[config.mk]
export PLATFORM = sky130hd
export DESIGN_NAME = color_marker_peak_locator_core
export DESIGN_NICKNAME = d
export VERILOG_FILES = /design/src/hdl/cmpl_pkg.sv /design/src/hdl/cmpl_track.sv /design/src/hdl/color_marker_peak_locator_core.sv
export SDC_FILE = /design/constraint.sdc
export NUM_CORES = 1
export LEC_CHECK = 0
export BUFFER_PORTS_ARGS = -buffer_cell sky130_fd_sc_hd__buf_2
export CORE_ASPECT_RATIO = 1.4
export CORE_UTILIZATION = 50
export CTS_BUF_LIST = sky130_fd_sc_hd__clkbuf_4
export DETAILED_ROUTE_END_ITERATION = 10
export PLACE_DENSITY = 0.81
export SETUP_SLACK_MARGIN = 0.1
export SYNTH_ARGS = -nofsm -noshare
export SYNTH_HDL_FRONTEND = slang
export SYNTH_SLANG_ARGS = --single-unit
[constraint.sdc]
create_clock -name clk -period 13.28 [get_ports clk]
set_clock_uncertainty 0.15 [all_clocks]
set_input_delay 1.992 -clock clk [delete_from_list [all_inputs] [get_ports clk]]
set_output_delay 1.992 -clock clk [all_outputs]
set_load 0.02 [all_outputs]
[src/hdl/cmpl_pkg.sv]
// ----------------------------------------------------------------------------
// cmpl_pkg
// Shared types and constants of the colour marker peak locator.
// ----------------------------------------------------------------------------
package cmpl_pkg;

  localparam int PIX_W     = 8;
  localparam int COORD_W   = 12;
  localparam int BEST_W    = 10;
  localparam int VAL_W     = BEST_W + 1;
  localparam int CFG_DIM_W = 13;
  localparam int SKIP_W    = 4;
  localparam int THR_W     = 10;
  localparam int CFG_W     = 13;
  localparam int IDX_W     = 2;
  localparam int IN_W      = 24;
  localparam int OUT_W     = 104;

  localparam int DEF_MAX_DIM = 4096;

  localparam logic [CFG_DIM_W-1:0] RST_WIDTH     = 13'd640;
  localparam logic [CFG_DIM_W-1:0] RST_HEIGHT    = 13'd480;
  localparam logic [SKIP_W-1:0]    RST_SKIP      = 4'd3;
  localparam logic [THR_W-1:0]     RST_THRESHOLD = 10'd50;

  localparam logic [IDX_W-1:0] REG_FRAME_WIDTH  = 2'd0;
  localparam logic [IDX_W-1:0] REG_FRAME_HEIGHT = 2'd1;
  localparam logic [IDX_W-1:0] REG_BORDER_SKIP  = 2'd2;
  localparam logic [IDX_W-1:0] REG_THRESHOLD    = 2'd3;

  typedef struct packed {
    logic [BEST_W-1:0]  best;
    logic [COORD_W-1:0] col;
    logic [COORD_W-1:0] row;
  } peak_t;

endpackage

[src/hdl/cmpl_track.sv]
// ----------------------------------------------------------------------------
// cmpl_track
// Running maximum of one score with the position where it first occurred.
// ----------------------------------------------------------------------------
module cmpl_track (
  input  logic                                clk,
  input  logic                                rst,
  input  logic                                step,
  input  logic                                clear,
  input  logic signed [cmpl_pkg::VAL_W-1:0]   value,
  input  logic [cmpl_pkg::COORD_W-1:0]        col,
  input  logic [cmpl_pkg::COORD_W-1:0]        row,
  output cmpl_pkg::peak_t                     peak_next
);

  cmpl_pkg::peak_t peak;
  cmpl_pkg::peak_t peak_upd;

  always_comb begin
    peak_upd = peak;
    // strictly greater only, so the first pixel keeps a tie
    if (step && (value > $signed({1'b0, peak.best}))) begin
      peak_upd.best = value[cmpl_pkg::BEST_W-1:0];
      peak_upd.col  = col;
      peak_upd.row  = row;
    end
  end

  always_ff @(posedge clk) begin
    if (rst || clear) begin
      peak <= '0;
    end else begin
      peak <= peak_upd;
    end
  end

  assign peak_next = peak_upd;

endmodule

[src/hdl/color_marker_peak_locator_core.sv]
// ----------------------------------------------------------------------------
// color_marker_peak_locator_core
// Per-frame search for the strongest blue, green and red dominance and the
// brightest pixel of a raster-order BGR stream.
// ----------------------------------------------------------------------------
// One pixel is taken per clock. The block counts column and row itself from
// frame_width and frame_height; only the top border_skip rows and left
// border_skip columns are skipped. A pixel goes through one input register
// and one update stage; the frame result is registered when the last pixel
// of a frame leaves the input register. The input only stalls when the last
// pixel of a frame waits while the previous frame's result has not been taken.
module color_marker_peak_locator_core #(
  parameter int MAX_DIM = cmpl_pkg::DEF_MAX_DIM
) (
  input  logic                          clk,
  input  logic                          rst,
  // configuration
  input  logic                          cfg_we,
  input  logic [cmpl_pkg::IDX_W-1:0]    cfg_index,
  input  logic [cmpl_pkg::CFG_W-1:0]    cfg_data,
  // pixel stream
  input  logic                          s_tvalid,
  output logic                          s_tready,
  input  logic [cmpl_pkg::IN_W-1:0]     s_tdata,  // blue, green, red
  // frame result
  output logic                          m_tvalid,
  input  logic                          m_tready,
  // blue_col, blue_row, green_col, green_row, red_col, red_row,
  // white_col, white_row, markers_found, zero pad
  output logic [cmpl_pkg::OUT_W-1:0]    m_tdata
);

  localparam int CW = $clog2(MAX_DIM);
  localparam int EW = (CW + 1 > cmpl_pkg::CFG_DIM_W) ? CW + 1 : cmpl_pkg::CFG_DIM_W;
  localparam int PW = cmpl_pkg::PIX_W;
  localparam int VW = cmpl_pkg::VAL_W;

  // configuration registers
  logic [cmpl_pkg::CFG_DIM_W-1:0] frame_width;
  logic [cmpl_pkg::CFG_DIM_W-1:0] frame_height;
  logic [cmpl_pkg::SKIP_W-1:0]    border_skip;
  logic [cmpl_pkg::THR_W-1:0]     detect_threshold;

  always_ff @(posedge clk) begin
    if (rst) begin
      frame_width      <= cmpl_pkg::RST_WIDTH;
      frame_height     <= cmpl_pkg::RST_HEIGHT;
      border_skip      <= cmpl_pkg::RST_SKIP;
      detect_threshold <= cmpl_pkg::RST_THRESHOLD;
    end else if (cfg_we) begin
      unique case (cfg_index)
        cmpl_pkg::REG_FRAME_WIDTH:  frame_width  <= cfg_data;
        cmpl_pkg::REG_FRAME_HEIGHT: frame_height <= cfg_data;
        cmpl_pkg::REG_BORDER_SKIP:
          border_skip <= cfg_data[cmpl_pkg::SKIP_W-1:0];
        cmpl_pkg::REG_THRESHOLD:
          detect_threshold <= cfg_data[cmpl_pkg::THR_W-1:0];
        default: ;
      endcase
    end
  end

  // effective frame size
  logic [EW-1:0] w_eff;
  logic [EW-1:0] h_eff;

  always_comb begin
    if (frame_width == '0) begin
      w_eff = EW'(1);
    end else if (EW'(frame_width) > EW'(MAX_DIM)) begin
      w_eff = EW'(MAX_DIM);
    end else begin
      w_eff = EW'(frame_width);
    end
    if (frame_height == '0) begin
      h_eff = EW'(1);
    end else if (EW'(frame_height) > EW'(MAX_DIM)) begin
      h_eff = EW'(MAX_DIM);
    end else begin
      h_eff = EW'(frame_height);
    end
  end

  // raster position
  logic [CW-1:0] col_cnt;
  logic [CW-1:0] row_cnt;
  logic          col_end;
  logic          row_end;
  logic          in_win;
  logic          accept;

  assign col_end = (EW'(col_cnt) + EW'(1)) >= w_eff;
  assign row_end = (EW'(row_cnt) + EW'(1)) >= h_eff;
  assign in_win  = (EW'(row_cnt) >= EW'(border_skip)) &&
                   (EW'(col_cnt) >= EW'(border_skip));
  assign accept  = s_tvalid && s_tready;

  always_ff @(posedge clk) begin
    if (rst) begin
      col_cnt <= '0;
      row_cnt <= '0;
    end else if (accept) begin
      if (col_end) begin
        col_cnt <= '0;
        row_cnt <= row_end ? '0 : row_cnt + CW'(1);
      end else begin
        col_cnt <= col_cnt + CW'(1);
      end
    end
  end

  // input register
  logic                          s1_valid;
  logic [PW-1:0]                 s1_blue;
  logic [PW-1:0]                 s1_green;
  logic [PW-1:0]                 s1_red;
  logic [cmpl_pkg::COORD_W-1:0]  s1_col;
  logic [cmpl_pkg::COORD_W-1:0]  s1_row;
  logic                          s1_win;
  logic                          s1_last;
  logic                          consume;

  assign consume  = s1_valid && (!s1_last || !m_tvalid || m_tready);
  assign s_tready = !s1_valid || consume;

  always_ff @(posedge clk) begin
    if (rst) begin
      s1_valid <= 1'b0;
    end else if (s_tready) begin
      s1_valid <= s_tvalid;
    end
  end

  always_ff @(posedge clk) begin
    if (accept) begin
      s1_blue  <= s_tdata[PW-1:0];
      s1_green <= s_tdata[2*PW-1:PW];
      s1_red   <= s_tdata[3*PW-1:2*PW];
      s1_col   <= cmpl_pkg::COORD_W'(col_cnt);
      s1_row   <= cmpl_pkg::COORD_W'(row_cnt);
      s1_win   <= in_win;
      s1_last  <= col_end && row_end;
    end
  end

  // scores
  logic signed [VW-1:0] b_s;
  logic signed [VW-1:0] g_s;
  logic signed [VW-1:0] r_s;
  logic signed [VW-1:0] blue_dom;
  logic signed [VW-1:0] green_dom;
  logic signed [VW-1:0] red_dom;
  logic signed [VW-1:0] white_sum;

  assign b_s       = $signed({{(VW-PW){1'b0}}, s1_blue});
  assign g_s       = $signed({{(VW-PW){1'b0}}, s1_green});
  assign r_s       = $signed({{(VW-PW){1'b0}}, s1_red});
  assign blue_dom  = b_s - (r_s + g_s);
  assign green_dom = g_s - (r_s + b_s);
  assign red_dom   = r_s - (g_s + b_s);
  assign white_sum = r_s + g_s + b_s;

  logic            trk_step;
  logic            trk_clear;
  cmpl_pkg::peak_t pk_blue;
  cmpl_pkg::peak_t pk_green;
  cmpl_pkg::peak_t pk_red;
  cmpl_pkg::peak_t pk_white;

  assign trk_step  = consume && s1_win;
  assign trk_clear = consume && s1_last;

  cmpl_track u_blue (
    .clk(clk), .rst(rst), .step(trk_step), .clear(trk_clear),
    .value(blue_dom), .col(s1_col), .row(s1_row), .peak_next(pk_blue)
  );

  cmpl_track u_green (
    .clk(clk), .rst(rst), .step(trk_step), .clear(trk_clear),
    .value(green_dom), .col(s1_col), .row(s1_row), .peak_next(pk_green)
  );

  cmpl_track u_red (
    .clk(clk), .rst(rst), .step(trk_step), .clear(trk_clear),
    .value(red_dom), .col(s1_col), .row(s1_row), .peak_next(pk_red)
  );

  cmpl_track u_white (
    .clk(clk), .rst(rst), .step(trk_step), .clear(trk_clear),
    .value(white_sum), .col(s1_col), .row(s1_row), .peak_next(pk_white)
  );

  // result register
  logic found;

  assign found = (pk_blue.best  > detect_threshold) &&
                 (pk_green.best > detect_threshold) &&
                 (pk_red.best   > detect_threshold) &&
                 (pk_white.best > detect_threshold);

  always_ff @(posedge clk) begin
    if (rst) begin
      m_tvalid <= 1'b0;
    end else if (trk_clear) begin
      m_tvalid <= 1'b1;
    end else if (m_tready) begin
      m_tvalid <= 1'b0;
    end
  end

  always_ff @(posedge clk) begin
    if (trk_clear) begin
      m_tdata <= {7'b0, found,
                  pk_white.row, pk_white.col,
                  pk_red.row,   pk_red.col,
                  pk_green.row, pk_green.col,
                  pk_blue.row,  pk_blue.col};
    end
  end

`ifndef SYNTH
  // a result only appears after the last pixel of a frame left the input stage
  a_result_from_last: assert property (@(posedge clk) disable iff (rst)
    $rose(m_tvalid) |-> $past(consume && s1_last))
    else $error("result raised without a completed frame");

  // a held pixel keeps its data until the update stage takes it
  a_s1_hold: assert property (@(posedge clk) disable iff (rst)
    s1_valid && !consume |=> s1_valid && $stable(s1_col) && $stable(s1_row) &&
    $stable(s1_last))
    else $error("input stage lost a waiting pixel");

  // the input only stalls behind a frame end that waits for the result slot
  a_stall_cause: assert property (@(posedge clk) disable iff (rst)
    !s_tready |-> s1_valid && s1_last && m_tvalid && !m_tready)
    else $error("input stalled without a waiting frame result");
`endif

endmodule
## Word level (Yosys, flattened, before mapping)

Cells that the tools add are included.

- Register bits: 349
- Word-level logic and storage cells: 97
- Output and inout port bits: 106
- Bits of input ports: 44

- Reductions and logical operators: 29
- Muxes and demuxes: 12
- Add/subtract/negate cells: 11
- Equal/unequal tests: 3
- Order comparisons: 14

Operators with widths:

| operator | count |
|---|---|
| 34-bit 2-to-1 mux | 4 |
| 13-bit 2-to-1 mux | 4 |
| 10-bit greater-than comparator | 5 |
| 8-bit by 8-bit adder with 9-bit output | 3 |
| 12-bit by 1-bit adder with 13-bit output (second input constant) | 2 |
| 13-bit >= comparator | 2 |
| 13-bit greater-than comparator (second input constant) | 2 |
| 13-bit zero test | 2 |
| 12-bit by 1-bit adder with 12-bit output (second input constant) | 2 |
| 12-bit by 4-bit >= comparator with 1-bit output | 2 |
| 12-bit 2-to-1 mux | 2 |
| 10-bit by 11-bit greater-than comparator with 1-bit output | 2 |
| 8-bit by 9-bit subtractor with 10-bit output | 2 |
| 1-bit logical AND | 13 |
| 11-bit greater-than comparator | 1 |
| 9-bit by 11-bit subtractor with 11-bit output | 1 |
| 9-bit by 8-bit adder with 10-bit output | 1 |
| 2-bit AND reduction | 5 |
| 2-bit equality test (second input constant) | 2 |
| 1-bit logical OR | 4 |
| 1-bit zero test | 3 |
| 2-bit by 1-bit equality test with 1-bit output (second input constant) | 1 |
| 2-bit zero test | 1 |
| 1-bit 2-to-1 mux | 2 |
| 2-bit nonzero test | 1 |

## Depth between registers and ports, before layout

- Word-level depth: 11
- Depth in mapped cells: 29
- Mapped depth without buffers: 27

## Hierarchy

A second synthesis with hierarchy kept.

- Cell total of the unflattened synthesis: 1893
- Area total of the unflattened synthesis: 19849.0 um^2

By module, submodules not included:

| module | sequential area each (um^2) | cells an instance | times used | area each (um^2) |
|---|---|---|---|---|
| color_marker_peak_locator_core | 5735.5 | 1005 | 1 | 11235.8 |
| cmpl_track | 680.7 | 222 | 4 | 2153.3 |

## Least setup slack after synthesis

OpenSTA, ideal clock, no wires.

- Path type: input-to-reg
- From: input m_tready
- To: register u_blue.peak[26] in the netlist's numbering
- Required time: 12.994 ns
- Setup time: 0.136 ns
- Path buffers: 2
- Stages: 6
- Arrival: 7.228 ns
- Path slack: 5.766 ns
- Path through: nor2b_1 nor2_1 or2_2 clkbuf_1 clkbuf_1 a211oi_1

- Elaborated cells on any way between the ends: 7
- Those cells by class: 1 x mux; 6 x reduce/logical

RTL lines:

| item | RTL line | RTL |
|---|---|---|
| start, declared | color_marker_peak_locator_core.sv:27 | `input logic m_tready,` |
| 1-bit logical OR | color_marker_peak_locator_core.sv:123 | `assign consume = s1_valid && (!s1_last \|\| !m_tvalid \|\| m_tready);` |
| 1-bit logical AND | color_marker_peak_locator_core.sv:123 |  |
| 1-bit logical AND | color_marker_peak_locator_core.sv:171 | `assign trk_clear = consume && s1_last;` |
| via trk_clear | color_marker_peak_locator_core.sv:164 | `logic trk_clear;` |
| 1-bit logical OR | cmpl_track.sv:30 | `if (rst \|\| clear) begin` |
| end signal, assigned | cmpl_track.sv:33 | `peak <= peak_upd;` |
| end, declared | cmpl_track.sv:16 | `cmpl_pkg::peak_t peak;` |

The timed path passes the listed nets, and every way through them passes these cells.
A chain may end at the register's enable or synchronous reset.

==> reports/results.md <==
| Group | Item | This run |
| --- | --- | --- |
| synth | Synthesized area per cell | 10.7 µm² |
| place | Cell count after placement | 2,266 |
| cts | Post-CTS setup buffer count | 0 |
| power and ir drop | Clk network pwr share | 0.346 |
| cells and area | Most frequent cells in the layout | 207 x nand2_1, 202 x dfxtp_1, 160 x ha_1 |
| timing | Final total negative setup slack | 0 ns |
| timing | Post-layout minimum cycle time | 6.86 ns |
| routing | Post-route antenna net violation count | 0 |
| worst setup path | Worst endpoint data arrival time | 7.23 ns |
| routing | Routed length on met3 | 2290 µm |
| global route | Number of antenna violations at the first check in global routing | 3 |
| run | Max-cap violations | 0 |
| timing | Final Hold Violating Endpoints | 0 |
| routing | Sum of routed wire length over all layers | 41,100 µm |
| cts | Number of buffers created by CTS | 81 |
| power and ir drop | Sequential cell fraction of total power | 0.455 |
| floorplanning | Initial Utilization | 0.510 |
| timing | Final worst path period share | 0.517 |
| worst setup path | Max incr delay on CP | 0.62 ns |
| cells and area | Area growth syn-to-layout | 11.5% |
| routing | Number of violations reported at the end of detailed-routing iteration 0 | 998 |
| power and ir drop | Power, Total | 2.55 mW |
| worst setup path | Slowest-stage cell, CP | buf_4 |
| worst setup path | Capturing element type of the critical path | register |
| global route | GR Overflow Total | 0 |
| floorplanning | Horizontal die dimension | 164 µm |
| routing | Drt via density | 5.54 |
| power and ir drop | Power per standard cell area | 125 mW/mm² |
| timing | Setup violators final | 0 |
| worst setup path | CP startpoint kind | register |
| cells and area | Reg area | 0.00846 mm² |
| floorplanning | Area of the core | 0.0359 mm² |
| cells and area | Most common cell after layout, fill and taps aside | nand2_1 |
| global route | Via count of the first global-routing pass | 13,200 |
| power and ir drop | Portion of total power attributed to combinational logic | 0.199 |
| place | Count of buffers from port buffering | 142 |
| cells and area | # nets final | 2,110 |
| global route | All-layer global routing usage | 0.222 |
| routing | Total iterations of the first detailed-routing run | 6 |
| routing | WL per Instance | 17.0 µm |
| power and ir drop | Net switching fraction of the power | 0.292 |
| power and ir drop | Worst IR drop on VDD | 0.0675 mV |
| synth | Share of flip-flops with an asynchronous set or reset | 0 |
| cts | Hold-fix buffer count after cts | 0 |
| routing | Highest routed metal layer | met5 |
| global route | Global-route wire length before repair | 65,900 µm |
| cells and area | Layout cell share with drive strength beyond 1 | 0.210 |
| floorplanning | Top Ports | 150 |
| synth | Count of flip-flops with a built-in enable after synthesis | 147 |
| cells and area | Combined area of the multi-input logic cells | 0.00908 mm² |
| power and ir drop | Cell Int Power | 1.80 mW |
| timing | Fmax | 146 MHz |
| place | Hpwl dp | 29,700 µm |
| synth | Synthesized flop and latch total | 349 |
| timing | Slew at the pin closest to its max-slew limit | 1.06 ns |
| floorplanning | Total die area | 0.0374 mm² |
| cells and area | Final core utilization | 0.569 |
| timing | Max-slew violation count | 0 |
| status | Outcome | finished, final reports clean |
| routing | Met2 wirelength from detailed routing | 20,000 µm |
| routing | DRC viols | 0 |
| synth | Yosys warnings | 0 |
| cts | TritonCTS clock tree | built |
| worst hold path | Worst min-delay path class | reg -> reg |
| worst setup path | Type of the worst setup path | reg -> reg |
| synth | Total standard cell area after synthesis | 0.0183 mm² |
| cts | Number of instances resized during post-cts repair | 0 |
| power and ir drop | Switching power total | 0.743 mW |
| timing | Slew HR | 0.291 |
| cts | Clk Tree Root Cell | clkbuf_4 |
| worst setup path | Worst EP required | 13.64 ns |
| cells and area | Filler instances | 2,987 |
| timing | Setup repair after global routing missed its margin | no |
| cts | Later-pin clock latency in the skew report | 0.78 ns |
| synth | Post-synthesis sequential area ratio | 0.462 |
| worst setup path | Maximum fanout along the worst path | 58 |
| global route | Maximum number of pins on one net before global-route repair | 121 |
| synth | Number of library cell types mapped by synthesis | 71 |
| place | Routability-driven placement congestion ratio | 0.932 |
| power and ir drop | Leakage power of the design | 9.23 nW |
| cts | Maximum level of the CTS H-tree | 3 |
| routing | Total vias in the final route | 13,400 |
| floorplanning | Die H | 228 µm |
| floorplanning | Number of placement rows | 82 |
| routing | Metal1 wirelength | 16,900 µm |
| worst setup path | Critical path's most frequent cell | ha_1 |
| cts | Clk buf depth | 3 |
| cells and area | Non-filler instance count after layout | 2,417 |
| cts | CTS clk-pin slew, worst paths | 0.07 ns |
| synth | Main flop type after synthesis | dfxtp_1 |
| cts | Number of clock sinks | 349 |
| synth | Syn Inst Count | 1,719 |
==> final timing paths <==
kind                       start                  end  slack [ns]  cells after the start
max                  s1_green[0]          m_tdata[96]        6.42                     25
max reg2reg          s1_green[0]          m_tdata[96]        6.42                     25
min          detect_threshold[7]  detect_threshold[7]        0.31                      2
min reg2reg  detect_threshold[7]  detect_threshold[7]        0.31                      2
==> area by class of cell <==
class,count,area share
antenna,2,0.000245
clock buffer,128,0.0470
clock inverter,21,0.00612
inverter,114,0.0209
multi-input combinational,1188,0.445
sequential,349,0.414
tap,462,0.0283
timing repair buffer,153,0.0388
==> critical path: cells and delay by family (launching register included) <==
kind	cells	cell delay [ns]
and+or+nand+nor	3	0.46
DFF	1	0.44
adders and majority gates	5	1.77
AOI/OAI and AO/OA	13	2.74
buffers and inverters	2	0.81
xor gates and xnor gates	2	0.27
==> flip-flops by register name (all words and copies together) (netlist names), 10 cells and up <==
signal            flops
u_blue.peak          34
u_red.peak           34
u_green.peak         34
frame_height         13
col_cnt              12
frame_width          13
u_white.peak         34
s1_col               12
row_cnt              12
s1_row               12
m_tdata              97
detect_threshold     10
==> synthesized netlist by cell type (9+ instances only) <==
| library cell | number | area, µm² |
|---|---|---|
| a211o_1 | 9 | 78.8 |
| a211oi_1 | 19 | 143 |
| a21o_1 | 20 | 150 |
| a21oi_1 | 104 | 521 |
| a22o_1 | 10 | 87.6 |
| and2_1 | 68 | 425 |
| and3_1 | 18 | 113 |
| buf_4 | 16 | 120 |
| clkbuf_1 | 42 | 158 |
| dfxtp_1 | 202 | 4040 |
| edfxtp_1 | 147 | 4410 |
| fa_1 | 19 | 380 |
| ha_1 | 160 | 2000 |
| inv_1 | 111 | 417 |
| mux2_1 | 24 | 270 |
| mux2_2 | 57 | 642 |
| mux2_4 | 29 | 435 |
| mux2i_1 | 52 | 521 |
| nand2_1 | 208 | 781 |
| nand2b_1 | 11 | 68.8 |
| nand3_1 | 39 | 195 |
| nand3b_1 | 10 | 75.1 |
| nand4_1 | 14 | 87.6 |
| nor2_1 | 51 | 191 |
| nor3_1 | 28 | 140 |
| nor3b_1 | 12 | 90.1 |
| nor4_1 | 10 | 62.6 |
| o21a_1 | 13 | 97.6 |
| o21ai_0 | 54 | 270 |
| o22ai_1 | 10 | 62.6 |
| xnor2_1 | 34 | 298 |
| xor2_1 | 16 | 140 |
==> power groups by stage <==
| stage | clock network, mW | logic (mW) | registers, mW |
|---|---|---|---|
| finish | 0.881 | 0.507 | 1.16 |
| global route | 0.959 | 0.561 | 1.16 |
| CTS | 0.905 | 0.502 | 1.16 |
| detailed placement | 0 | 0.497 | 1.18 |
| global placement | 0 | 0.477 | 1.18 |
| floorplan | 0 | 0.367 | 1.18 |
==> layer usage <==
| metal | vias to the layer above | GRT usage |
|---|---|---|
| met2 | 409 | 0.362 |
| met1 | 6400 | 0.270 |
| met5 | - | 0 |
| li1 | 6471 | - |
| met3 | 105 | 0.0490 |
| met4 | 2 | 0.125 |
==> cells by family (layout without fill, tap and decap cells) <==
logic type / Yosys count / count (layout) / share of synthesized area
and+or+nand+nor: 498 / 498 / 0.133
DFF: 349 / 349 / 0.462
AOI/OAI and AO/OA: 292 / 292 / 0.103
buffers and inverters: 188 / 416 / 0.0456
adders and majority gates: 179 / 179 / 0.130
muxes: 162 / 162 / 0.102
xor gates and xnor gates: 50 / 50 / 0.0239
other: 1 / 9 / 0.000205
==> metrics by stage <==
step	cell area, µm²	hold WS, ns	setup WS, ns
5_1_grt	20400	0.329	6.02
2_1_floorplan	18300	0.256	5.77
3_5_place_dp	19300	0.300	6.44
3_3_place_gp	19300	0.292	6.67
4_1_cts	20400	0.310	6.43
6_report	20400	0.310	6.42
Power figures use the tool's default switching activity.
